File: config.mk
export PLATFORM = sky130hd
export DESIGN_NAME = partial_selection_sort_max
export DESIGN_NICKNAME = d
export VERILOG_FILES = /design/src/psort_pkg.sv /design/src/partial_selection_sort_max.sv /design/src/psort_dp.sv /design/src/psort_ctrl.sv
export SDC_FILE = /design/constraint.sdc
export NUM_CORES = 2
export LEC_CHECK = 0
export BUFFER_PORTS_ARGS = -buffer_cell sky130_fd_sc_hd__buf_4
export CORE_MARGIN = 5
export CORE_UTILIZATION = 55
export CTS_CLUSTER_DIAMETER = 80
export CTS_CLUSTER_SIZE = 30
export DETAILED_ROUTE_END_ITERATION = 8
export GPL_TIMING_DRIVEN = 0
export PLACE_DENSITY = 0.68
export SETUP_SLACK_MARGIN = 0.3
export SLEW_MARGIN = 10
export SYNTH_ARGS = -nofsm -noshare
export SYNTH_HDL_FRONTEND = slang
export SYNTH_SLANG_ARGS = --single-unit
File: constraint.sdc
create_clock -name i_clk -period 7.2 [get_ports i_clk]
set_input_delay 0.36 -clock i_clk [delete_from_list [all_inputs] [get_ports i_clk]]
set_output_delay 0.36 -clock i_clk [all_outputs]
set_load 0.02 [all_outputs]
File: src/psort_pkg.sv
// ----------------------------------------------------------------------------
// psort_pkg: shared definitions for the partial selection sort block
// Sizes, command codes, the stored entry type and the control/status bundles
// exchanged between the controller and the datapath.
// ----------------------------------------------------------------------------
`default_nettype none

package psort_pkg;

    localparam int MAX_ENTRIES = 32;                 // list depth
    localparam int IDX_W       = $clog2(MAX_ENTRIES);
    localparam int CNT_W       = $clog2(MAX_ENTRIES + 1);
    localparam int MOVE_W      = 6;
    localparam int SCORE_W     = 32;
    localparam int POS_W       = 6;
    localparam int CMP_W       = (CNT_W > POS_W) ? CNT_W : POS_W;
    localparam int CMD_W       = 2;

    // stream payload widths
    localparam int S_DATA_W    = 48;                 // move, score, position, pad
    localparam int M_DATA_W    = 8;                  // best_move, pad

    localparam logic [CMD_W-1:0] CMD_APPEND = 2'd0;
    localparam logic [CMD_W-1:0] CMD_CLEAR  = 2'd1;
    localparam logic [CMD_W-1:0] CMD_FETCH  = 2'd2;

    typedef struct packed {
        logic [MOVE_W-1:0]  move;
        logic [SCORE_W-1:0] score;
    } t_entry;

    // controller -> datapath
    typedef struct packed {
        logic append;     // write input entry at the tail
        logic clear;      // empty the list
        logic start;      // fetch hit: read position, arm scan
        logic step;       // scan: issue next read
        logic swap_wr;    // write position entry into best slot
        logic res_load;   // load output register (and write best into position)
        logic res_found;  // result carries a valid move
    } t_dp_cmd;

    // datapath -> controller
    typedef struct packed {
        logic hit;        // requested position below count
        logic scan_more;  // entries left to read
        logic rd_pend;    // read data in flight
    } t_dp_stat;

endpackage

`default_nettype wire

File: src/partial_selection_sort_max.sv
// ----------------------------------------------------------------------------
// partial_selection_sort_max: move list with max-first selection
// Up to 32 (move, score) entries; append, clear and fetch-next-best commands.
//
// Input stream (s_axis): one transaction is one command. tuser carries the
// command (append, clear, fetch); tdata carries move, score and position.
// Append writes the entry at the tail (dropped when the list is full), clear
// empties the list; neither produces a result. Fetch scans from the given
// position to the tail, swaps the first entry with the highest score into
// the position and returns its move on m_axis with the found flag in tuser.
// A position at or past the count returns found = 0 and move 0.
//
// Timing: append, clear and unused codes are taken in the idle state, which the
// block does not leave for them. A fetch issues one read per cycle through the
// single read port of the entry memory, from the position to the tail, waits for
// the last read data to land, and then does the two swap writes: the position
// entry into the best slot, then the best entry into the position as the result
// register is loaded, which waits for the output slot. A missed fetch goes
// straight to loading the result. Items are processed one at a time;
// s_axis_tready is high only when idle.
//
// Reset (synchronous, active low) empties the list and drops any pending
// result. The result register holds while m_axis_tready is low; the block
// keeps taking appends and clears, and a later fetch waits for the slot.
// ----------------------------------------------------------------------------
`default_nettype none

module partial_selection_sort_max (
    input  wire logic                            i_clk,
    input  wire logic                            i_rst_n,
    input  wire logic                            s_axis_tvalid,
    output logic                                 s_axis_tready,
    // [5:0] move, [37:6] score, [43:38] position, [47:44] zero
    input  wire logic [psort_pkg::S_DATA_W-1:0]  s_axis_tdata,
    // [1:0] cmd
    input  wire logic [psort_pkg::CMD_W-1:0]     s_axis_tuser,
    output logic                                 m_axis_tvalid,
    input  wire logic                            m_axis_tready,
    // [5:0] best_move, [7:6] zero
    output logic [psort_pkg::M_DATA_W-1:0]       m_axis_tdata,
    // [0] found
    output logic                                 m_axis_tuser
);
    import psort_pkg::*;

    logic [MOVE_W-1:0]  in_move;
    logic [SCORE_W-1:0] in_score;
    logic [POS_W-1:0]   in_pos;
    logic [MOVE_W-1:0]  best_move;
    t_dp_cmd            dp_cmd;
    t_dp_stat           dp_stat;

    // field unpack
    assign in_move  = s_axis_tdata[MOVE_W-1:0];
    assign in_score = s_axis_tdata[MOVE_W+SCORE_W-1:MOVE_W];
    assign in_pos   = s_axis_tdata[MOVE_W+SCORE_W+POS_W-1:MOVE_W+SCORE_W];

    psort_ctrl u_ctrl (
        .i_clk       (i_clk),
        .i_rst_n     (i_rst_n),
        .i_in_valid  (s_axis_tvalid),
        .i_cmd       (s_axis_tuser),
        .i_out_ready (m_axis_tready),
        .i_stat      (dp_stat),
        .o_in_ready  (s_axis_tready),
        .o_out_valid (m_axis_tvalid),
        .o_dp_cmd    (dp_cmd)
    );

    psort_dp u_dp (
        .i_clk       (i_clk),
        .i_rst_n     (i_rst_n),
        .i_cmd       (dp_cmd),
        .i_move      (in_move),
        .i_score     (in_score),
        .i_pos       (in_pos),
        .o_stat      (dp_stat),
        .o_best_move (best_move),
        .o_found     (m_axis_tuser)
    );

    assign m_axis_tdata = M_DATA_W'(best_move);

endmodule

`default_nettype wire

File: src/psort_dp.sv
// ----------------------------------------------------------------------------
// psort_dp: list storage and scan datapath
// Entry memory with one write and one registered read port, entry count,
// scan index, running maximum and the output register.
// ----------------------------------------------------------------------------
`default_nettype none

module psort_dp (
    input  wire logic                          i_clk,
    input  wire logic                          i_rst_n,
    input  wire psort_pkg::t_dp_cmd            i_cmd,
    input  wire logic [psort_pkg::MOVE_W-1:0]  i_move,
    input  wire logic [psort_pkg::SCORE_W-1:0] i_score,
    input  wire logic [psort_pkg::POS_W-1:0]   i_pos,
    output psort_pkg::t_dp_stat                o_stat,
    output logic [psort_pkg::MOVE_W-1:0]       o_best_move,
    output logic                               o_found
);
    import psort_pkg::*;

    t_entry             mem [MAX_ENTRIES];

    logic [CNT_W-1:0]   r_count;
    logic [CNT_W-1:0]   r_idx;
    logic [IDX_W-1:0]   r_pos;
    logic [IDX_W-1:0]   r_best_idx;
    t_entry             r_best;
    t_entry             r_pos_entry;
    t_entry             r_rd_data;
    logic [IDX_W-1:0]   r_rd_idx;
    logic               r_rd_vld;
    logic [MOVE_W-1:0]  r_out_move;
    logic               r_out_found;

    logic [CMP_W-1:0]   pos_ext;
    logic               full;
    logic               rd_en;
    logic [IDX_W-1:0]   rd_addr;
    logic               wr_en;
    logic [IDX_W-1:0]   wr_addr;
    t_entry             wr_data;

    assign pos_ext = CMP_W'(i_pos);
    assign full    = (r_count == CNT_W'(MAX_ENTRIES));

    assign o_stat.hit       = (pos_ext < CMP_W'(r_count));
    assign o_stat.scan_more = (r_idx < r_count);
    assign o_stat.rd_pend   = r_rd_vld;

    assign rd_en   = i_cmd.start || (i_cmd.step && o_stat.scan_more);
    assign rd_addr = i_cmd.start ? pos_ext[IDX_W-1:0] : r_idx[IDX_W-1:0];

    always_comb begin
        wr_en   = 1'b0;
        wr_addr = r_count[IDX_W-1:0];
        wr_data = '{move: i_move, score: i_score};
        priority if (i_cmd.append && !full) begin
            wr_en = 1'b1;
        end else if (i_cmd.swap_wr) begin
            wr_en   = 1'b1;
            wr_addr = r_best_idx;
            wr_data = r_pos_entry;
        end else if (i_cmd.res_load && i_cmd.res_found) begin
            wr_en   = 1'b1;
            wr_addr = r_pos;
            wr_data = r_best;
        end else begin
            wr_en = 1'b0;
        end
    end

    // entry memory
    always_ff @(posedge i_clk) begin
        if (wr_en) begin
            mem[wr_addr] <= wr_data;
        end
        r_rd_data <= mem[rd_addr];
        r_rd_idx  <= rd_addr;
    end

    always_ff @(posedge i_clk) begin
        if (!i_rst_n) begin
            r_count  <= '0;
            r_rd_vld <= 1'b0;
        end else begin
            r_rd_vld <= rd_en;
            if (i_cmd.clear) begin
                r_count <= '0;
            end else if (i_cmd.append && !full) begin
                r_count <= r_count + CNT_W'(1);
            end
        end
    end

    // scan index, running maximum, first-greatest wins
    always_ff @(posedge i_clk) begin
        if (i_cmd.start) begin
            r_pos <= pos_ext[IDX_W-1:0];
            r_idx <= CNT_W'(pos_ext[IDX_W-1:0]) + CNT_W'(1);
        end else if (i_cmd.step && o_stat.scan_more) begin
            r_idx <= r_idx + CNT_W'(1);
        end
        if (r_rd_vld) begin
            if (r_rd_idx == r_pos) begin
                r_best      <= r_rd_data;
                r_best_idx  <= r_rd_idx;
                r_pos_entry <= r_rd_data;
            end else if ($signed(r_rd_data.score) > $signed(r_best.score)) begin
                r_best     <= r_rd_data;
                r_best_idx <= r_rd_idx;
            end
        end
        if (i_cmd.res_load) begin
            r_out_move  <= i_cmd.res_found ? r_best.move : '0;
            r_out_found <= i_cmd.res_found;
        end
    end

    assign o_best_move = r_out_move;
    assign o_found     = r_out_found;

endmodule

`default_nettype wire

File: src/psort_ctrl.sv
// ----------------------------------------------------------------------------
// psort_ctrl: command sequencer
// Decodes accepted transactions, steps the scan, orders the swap writes and
// owns the output valid flag.
// ----------------------------------------------------------------------------
`default_nettype none

module psort_ctrl (
    input  wire logic                          i_clk,
    input  wire logic                          i_rst_n,
    input  wire logic                          i_in_valid,
    input  wire logic [psort_pkg::CMD_W-1:0]   i_cmd,
    input  wire logic                          i_out_ready,
    input  wire psort_pkg::t_dp_stat           i_stat,
    output logic                               o_in_ready,
    output logic                               o_out_valid,
    output psort_pkg::t_dp_cmd                 o_dp_cmd
);
    import psort_pkg::*;

    localparam logic [1:0] S_IDLE   = 2'd0;
    localparam logic [1:0] S_SCAN   = 2'd1;
    localparam logic [1:0] S_SWAP   = 2'd2;
    localparam logic [1:0] S_RESULT = 2'd3;

    logic [1:0] r_state, n_state;
    logic       r_found, n_found;
    logic       r_out_valid, n_out_valid;
    logic       accept;

    assign o_in_ready  = (r_state == S_IDLE);
    assign o_out_valid = r_out_valid;
    assign accept      = i_in_valid && o_in_ready;

    always_comb begin
        n_state     = r_state;
        n_found     = r_found;
        n_out_valid = r_out_valid && !i_out_ready;
        o_dp_cmd    = '0;
        unique case (r_state)
            S_IDLE: begin
                if (accept) begin
                    unique case (i_cmd)
                        CMD_APPEND: o_dp_cmd.append = 1'b1;
                        CMD_CLEAR:  o_dp_cmd.clear  = 1'b1;
                        CMD_FETCH: begin
                            n_found = i_stat.hit;
                            if (i_stat.hit) begin
                                o_dp_cmd.start = 1'b1;
                                n_state        = S_SCAN;
                            end else begin
                                n_state = S_RESULT;
                            end
                        end
                        default: ;   // unused code: dropped
                    endcase
                end
            end
            S_SCAN: begin
                o_dp_cmd.step = 1'b1;
                if (!i_stat.scan_more && !i_stat.rd_pend) begin
                    n_state = S_SWAP;
                end
            end
            S_SWAP: begin
                o_dp_cmd.swap_wr = 1'b1;
                n_state          = S_RESULT;
            end
            S_RESULT: begin
                if (!r_out_valid || i_out_ready) begin
                    o_dp_cmd.res_load  = 1'b1;
                    o_dp_cmd.res_found = r_found;
                    n_out_valid        = 1'b1;
                    n_state            = S_IDLE;
                end
            end
        endcase
    end

    always_ff @(posedge i_clk) begin
        if (!i_rst_n) begin
            r_state     <= S_IDLE;
            r_found     <= 1'b0;
            r_out_valid <= 1'b0;
        end else begin
            r_state     <= n_state;
            r_found     <= n_found;
            r_out_valid <= n_out_valid;
        end
    end

endmodule

`default_nettype wire

* Word level (Yosys, flattened, before mapping)
Memory sizes are Yosys's and may differ from the RTL's. A register that Yosys moved wholly into a read port is not among the register bits.
Cells that the tools add are included.
Widths: inputs -> output; s select.
** Word-level totals
- Bits in registers :: 115
- Memory bits (writable) :: 1216
- Input port bits :: 54
- Output and inout port bits :: 11
- Word-level logic and storage cells :: 92
- Memories kept :: 1
** Cells by class
- Add/subtract/negate cells :: 3
- $lt $le $gt $ge :: 3
- Equality and inequality tests :: 11
- Multiplexer cells :: 36
- Bitwise gates (word level) :: 1
- Reductions and logical operators :: 22
** Memories
- u_dp.mem :: words 32, width 38, read ports 1, clocked after Yosys merged registers in 1, wr ports 1, line psort_dp.sv:21 : t_entry mem [MAX_ENTRIES];
** Operator list (number)
- $mux 38 :: 5
- $gt 32x32->1 :: 1
- $mux 5 :: 6
- $mux 2 :: 7
- $mux 1 :: 13
- $add 6x1->6 const B :: 2
- $lt 6x6->1 :: 2
- $mux 6 :: 2
- $pmux 2 s4 :: 1
- $add 5x1->6 const B :: 1
- $eq 2x2->1 const B :: 3
- $eq 6x6->1 const B :: 1
- $logic_and 1x1->1 :: 6
- $mux 3 :: 2
- $eq 5x5->1 :: 1
- $logic_not 1->1 :: 5
- $eq 2x1->1 const B :: 2
- $logic_not 2->1 :: 2
- $ne 2x1->1 const B :: 2
- $ne 2x2->1 const B :: 2
- $reduce_and 2->1 :: 2
- $reduce_and 4->1 :: 1
- $reduce_bool 2->1 :: 2
- $reduce_and 3->1 :: 1
- 3 further kinds :: 4

* Logic depth before layout (Yosys ltp)
- Word-level depth :: 10
- Depth in mapped cells :: 17
- Mapped depth without buffers :: 11

* By module
From an unflattened synthesis, not the netlist that was laid out.
** Unflattened totals
- Cells, all modules :: 3625
- Area, all modules :: 55351.8 um^2
** Modules (own cells, without submodules)
- psort_dp :: times used 1, cells an instance 3585, area each 55005.3 um^2, seq. area each 40488.8 um^2
- psort_ctrl :: times used 1, cells an instance 37, area each 327.8 um^2, seq. area each 80.1 um^2
- partial_selection_sort_max :: times used 1, cells an instance 3, area each 18.8 um^2, seq. area each 0.0 um^2

* Worst setup path after synthesis
OpenSTA, ideal clock, no wires.
- Kind :: register -> register
- From :: reg u_dp.r_pos[1]
- To :: reg u_dp.r_best[0] (netlist name), enable pin
- Setup time :: 0.410 ns
- Data arrival time :: 4.728 ns
- Data required time :: 6.790 ns
- Path slack :: 2.062 ns
- Cell stages (with the launch flop) :: 5
- Buffers on the path :: 0
- Period minus slack after synthesis :: 5.138 ns
- Cells stage by stage :: edfxtp_1 -> xnor2_1 -> nand4_1 -> nor3_1 -> a311o_1
** Between the ends
- Longest elaborated chain between the ends :: 3
** Ends and longest elaborated chain
- start: declaration :: line psort_dp.sv:25 : logic [IDX_W-1:0] r_pos;
- start signal: assignment :: line psort_dp.sv:98 : r_pos <= pos_ext[IDX_W-1:0];
- $eq 5x5->1 :: line psort_dp.sv:104 : if (r_rd_idx == r_pos) begin
- $reduce_bool 2->1 (no line)
- $reduce_and 2->1 (no line)
- end signal: assignment :: line psort_dp.sv:105 : r_best <= r_rd_data;
- end signal: assignment :: line psort_dp.sv:109 : r_best <= r_rd_data;
- end: declaration :: line psort_dp.sv:27 : t_entry r_best;
No other way between the ends.
A chain may end at the register's enable or synchronous reset.

==> flow_summary.yaml <==
drt:
  post_drt_via_cell_ratio: 6.27
  via_count: 29700
  ant_nets: 0
  dr.pass1.iters: 5
  wire_per_inst_um: 29.4
  totalWireLength_um: 140000
  drtIter0Drc: 3362
  route.detailed.drc: 0
finish:
  final_layout_size_suffix_gt1_frac: 0.151
  area_growth_pct: 10.7
  utilization: 0.615
  design_area_um2: 60700
  fillers: 7037
  nets: 3510
sta:
  slew_viol_final: 0
  slew_headroom: 0.234
  grt_setup_unrepaired: "no"
  finalSetupViolations: 0
  hold_violations: 0
  fin_ws_ps: 2340
  skew_ps: 36.2
  period_share: 0.675
  finalCriticalPeriod_ps: 4860
  worst_slew_pin_slew_ps: 1150
  fmax_mhz: 206
  fin_hold_ws_ps: 149
worst_hold_path:
  holdPathStages: 3
  min_path_type: "in2reg"
die:
  row_count: 115
  initial_utilization: 0.556
  ios: 65
  die_y_um: 326
  core_um2: 98700
  die-area_um2: 106000
  die_w_um: 326
synth:
  synth.most_common_cell: "edfxtp_1"
  syn_inst: 3192
  synth-edff-count: 1315
  ys_seq_area_frac: 0.739
  netlist_top_cells_area: "edfxtp_1 (72%), mux2i_1 (12%), dfxtp_1 (2.0%)"
  synth_top_area_frac: 0.720
  yosysUniqueCellTypes: 72
  async_flop_share: 0
  syn-mean-instance-area_um2: 17.2
  synth_top_area_cell: "edfxtp_1"
  yosysWarningCount: 0
  synth_seq_cells: 1369
  synth_common_cells: "edfxtp_1 (1,315), mux2i_1 (666), nand2_1 (181), nand3_1 (92), nor2_1 (86)"
  synth_area_um2: 54900
  synthFlopType: "edfxtp_1"
global_route:
  grt_max_degree: 33
  grt_first_pass_wirelength_um: 201000
  antenna_found_initial: 3
  overflow: 0
  grt_usage: 0.258
  first_global_vias: 30000
run:
  cap_viol_max_count: 0
clocking:
  cts_buffers: 54
  cts_setup_buffers: 0
  h-tree-depth: 2
  insertion_delay_ps: 670
  cts.sinks: 1369
  clockBufferDepth: 3
  clkTransAtPathRegs_ps: 120
  cts_tree: "done"
  root_buffer: "clkbuf_16"
critical_path:
  r2r-start: "u_ctrl.r_state[1]"
  arrival_ps: 5390
  worstPathRequired_ps: 7730
  reg2reg_to: "u_dp.mem[20][21]"
  endpoint: "u_dp.mem[20][21]"
  endpoint_kind: "register"
  r2r_slack_ps: 2340
  start_kind: "register"
  rr_worst_depth: 12
  critPathKind: "reg2reg"
  critPathLaunch: "u_ctrl.r_state[1]"
  path_max_fanout: 17
power:
  finalPower_mw: 18.6
  ir_drop_mv: 0.227
  leakagePower_nw: 20.6
  p_per_area_nw_per_um2: 306
place:
  placed_area_um2: 59000
  globalplace.congestion: 0.849
  io_buffers: 58
  dpl.hpwl_um: 99500
  place_ws_ps: 2500
outcome:
  status: "complete, no violations"
==> worst max-delay path, cell delays in order, from the launching register on <==
cell	delay, ps
dfxtp_1	410
ha_1	230
and2_1	380
nand2_1	330
clkinv_1	290
nor2_1	60
nor2_1	150
clkbuf_1	340
clkbuf_1	810
buf_1	570
nor2_1	220
a21oi_2	640
buf_6	260
==> report_power, final <==
| part | internal (mW) | leakage, nW | switching [mW] |
|---|---|---|---|
| registers | 9.96 | 12.3 | 0.192 |
| logic | 1.46 | 7.53 | 3.08 |
| clock network | 1.55 | 0.804 | 2.35 |
==> cells in the final DEF (no fill, tap or decap), types with 17 or more instances in the layout <==
master and count:
nor2_1 54, a22oi_1 48, a21oi_1 19, nor2_4 33, nand2_1 181, nand3_1 92
buf_4 79, dfxtp_1 54, mux2_2 78, a311oi_2 30, nand4_1 17, clkbuf_16 57
a21oi_2 27, inv_1 54, buf_2 58, o22ai_1 73, clkbuf_1 88, edfxtp_1 1315
mux2i_1 666, ha_1 49, a32oi_1 36, o221a_1 35, buf_6 45, buf_12 43
==> repair_timing <==
item                      4_1_cts  5_1_grt
resized for setup               0        0
hold endpoints to repair        9        0
hold buffers                    8        0
==> registers in the layout, summed over array words and instances (netlist names), 2 cells and up <==
name	cells
u_ctrl.r_state	2
u_dp.r_best	38
u_dp.o_best_move	6
u_dp.r_pos_entry	38
u_dp.r_pos	5
u_dp.r_rd_idx	5
u_dp.r_count	6
u_dp.r_idx	6
u_dp.mem	1216
u_dp.r_rd_data	38
u_dp.r_best_idx	5
==> cells by family (layout without fill, tap and decap cells) <==
logic type | count (synthesis) | after routing | share of synthesized area
buffers and inverters | 229 | 489 | 0.0216
AOI/OAI and AO/OA | 361 | 361 | 0.0533
xor gates and xnor gates | 14 | 14 | 0.00223
other | 1 | 4 | 0.0000683
muxes | 744 | 744 | 0.137
DFF | 1369 | 1369 | 0.739
and+or+nand+nor | 425 | 425 | 0.0349
adders and majority gates | 49 | 49 | 0.0112
==> worst min path at each step <==
stage	startpoint	endpoint	slack [ps]
4_1_cts	s_axis_tdata[4]	u_dp.mem[3][36]	120
3_3_place_gp	u_dp.r_rd_data[34]	u_dp.r_pos_entry[34]	420
6_report	s_axis_tdata[4]	u_dp.mem[3][36]	150
3_5_place_dp	u_dp.r_rd_data[34]	u_dp.r_pos_entry[34]	420
5_1_grt	s_axis_tdata[4]	u_dp.mem[7][36]	160
2_1_floorplan	u_dp.r_rd_data[32]	u_dp.r_best[32]	400
==> through the flow <==
stage                     instances  setup TNS, ps
after floorplan                3193              0
after global placement         4538         -77470
after detailed placement       4630              0
after CTS                      4740              0
after global routing           4740              0
final                          4742              0
==> final cells by class <==
| class | count | area (um2) | share of cell area |
|---|---|---|---|
| Clock buffer | 94 | 1580 | 0.0259 |
| Clock inverter | 8 | 116 | 0.00192 |
| Multi-Input combinational cell | 1595 | 13600 | 0.223 |
| Tap cell | 1287 | 1610 | 0.0265 |
| Buffer | 169 | 960 | 0.0158 |
| Sequential cell | 1369 | 40600 | 0.668 |
| Inverter | 60 | 228 | 0.00375 |
| Timing Repair Buffer | 158 | 2130 | 0.0350 |
| Antenna cell | 2 | 5.00 | 0.0000824 |
==> layer usage <==
layer | vias up | routed length, um | part of all wire | global-route usage
met5 | - | 17 | 0.00012 | 0
met2 | 1270 | 70300 | 0.50 | 0.447
met4 | 2 | 3660 | 0.026 | 0.0676
met1 | 15300 | 55300 | 0.40 | 0.346
li1 | 13000 | - | - | -
met3 | 205 | 10200 | 0.073 | 0.0372
(Power assumes the default switching activity.)
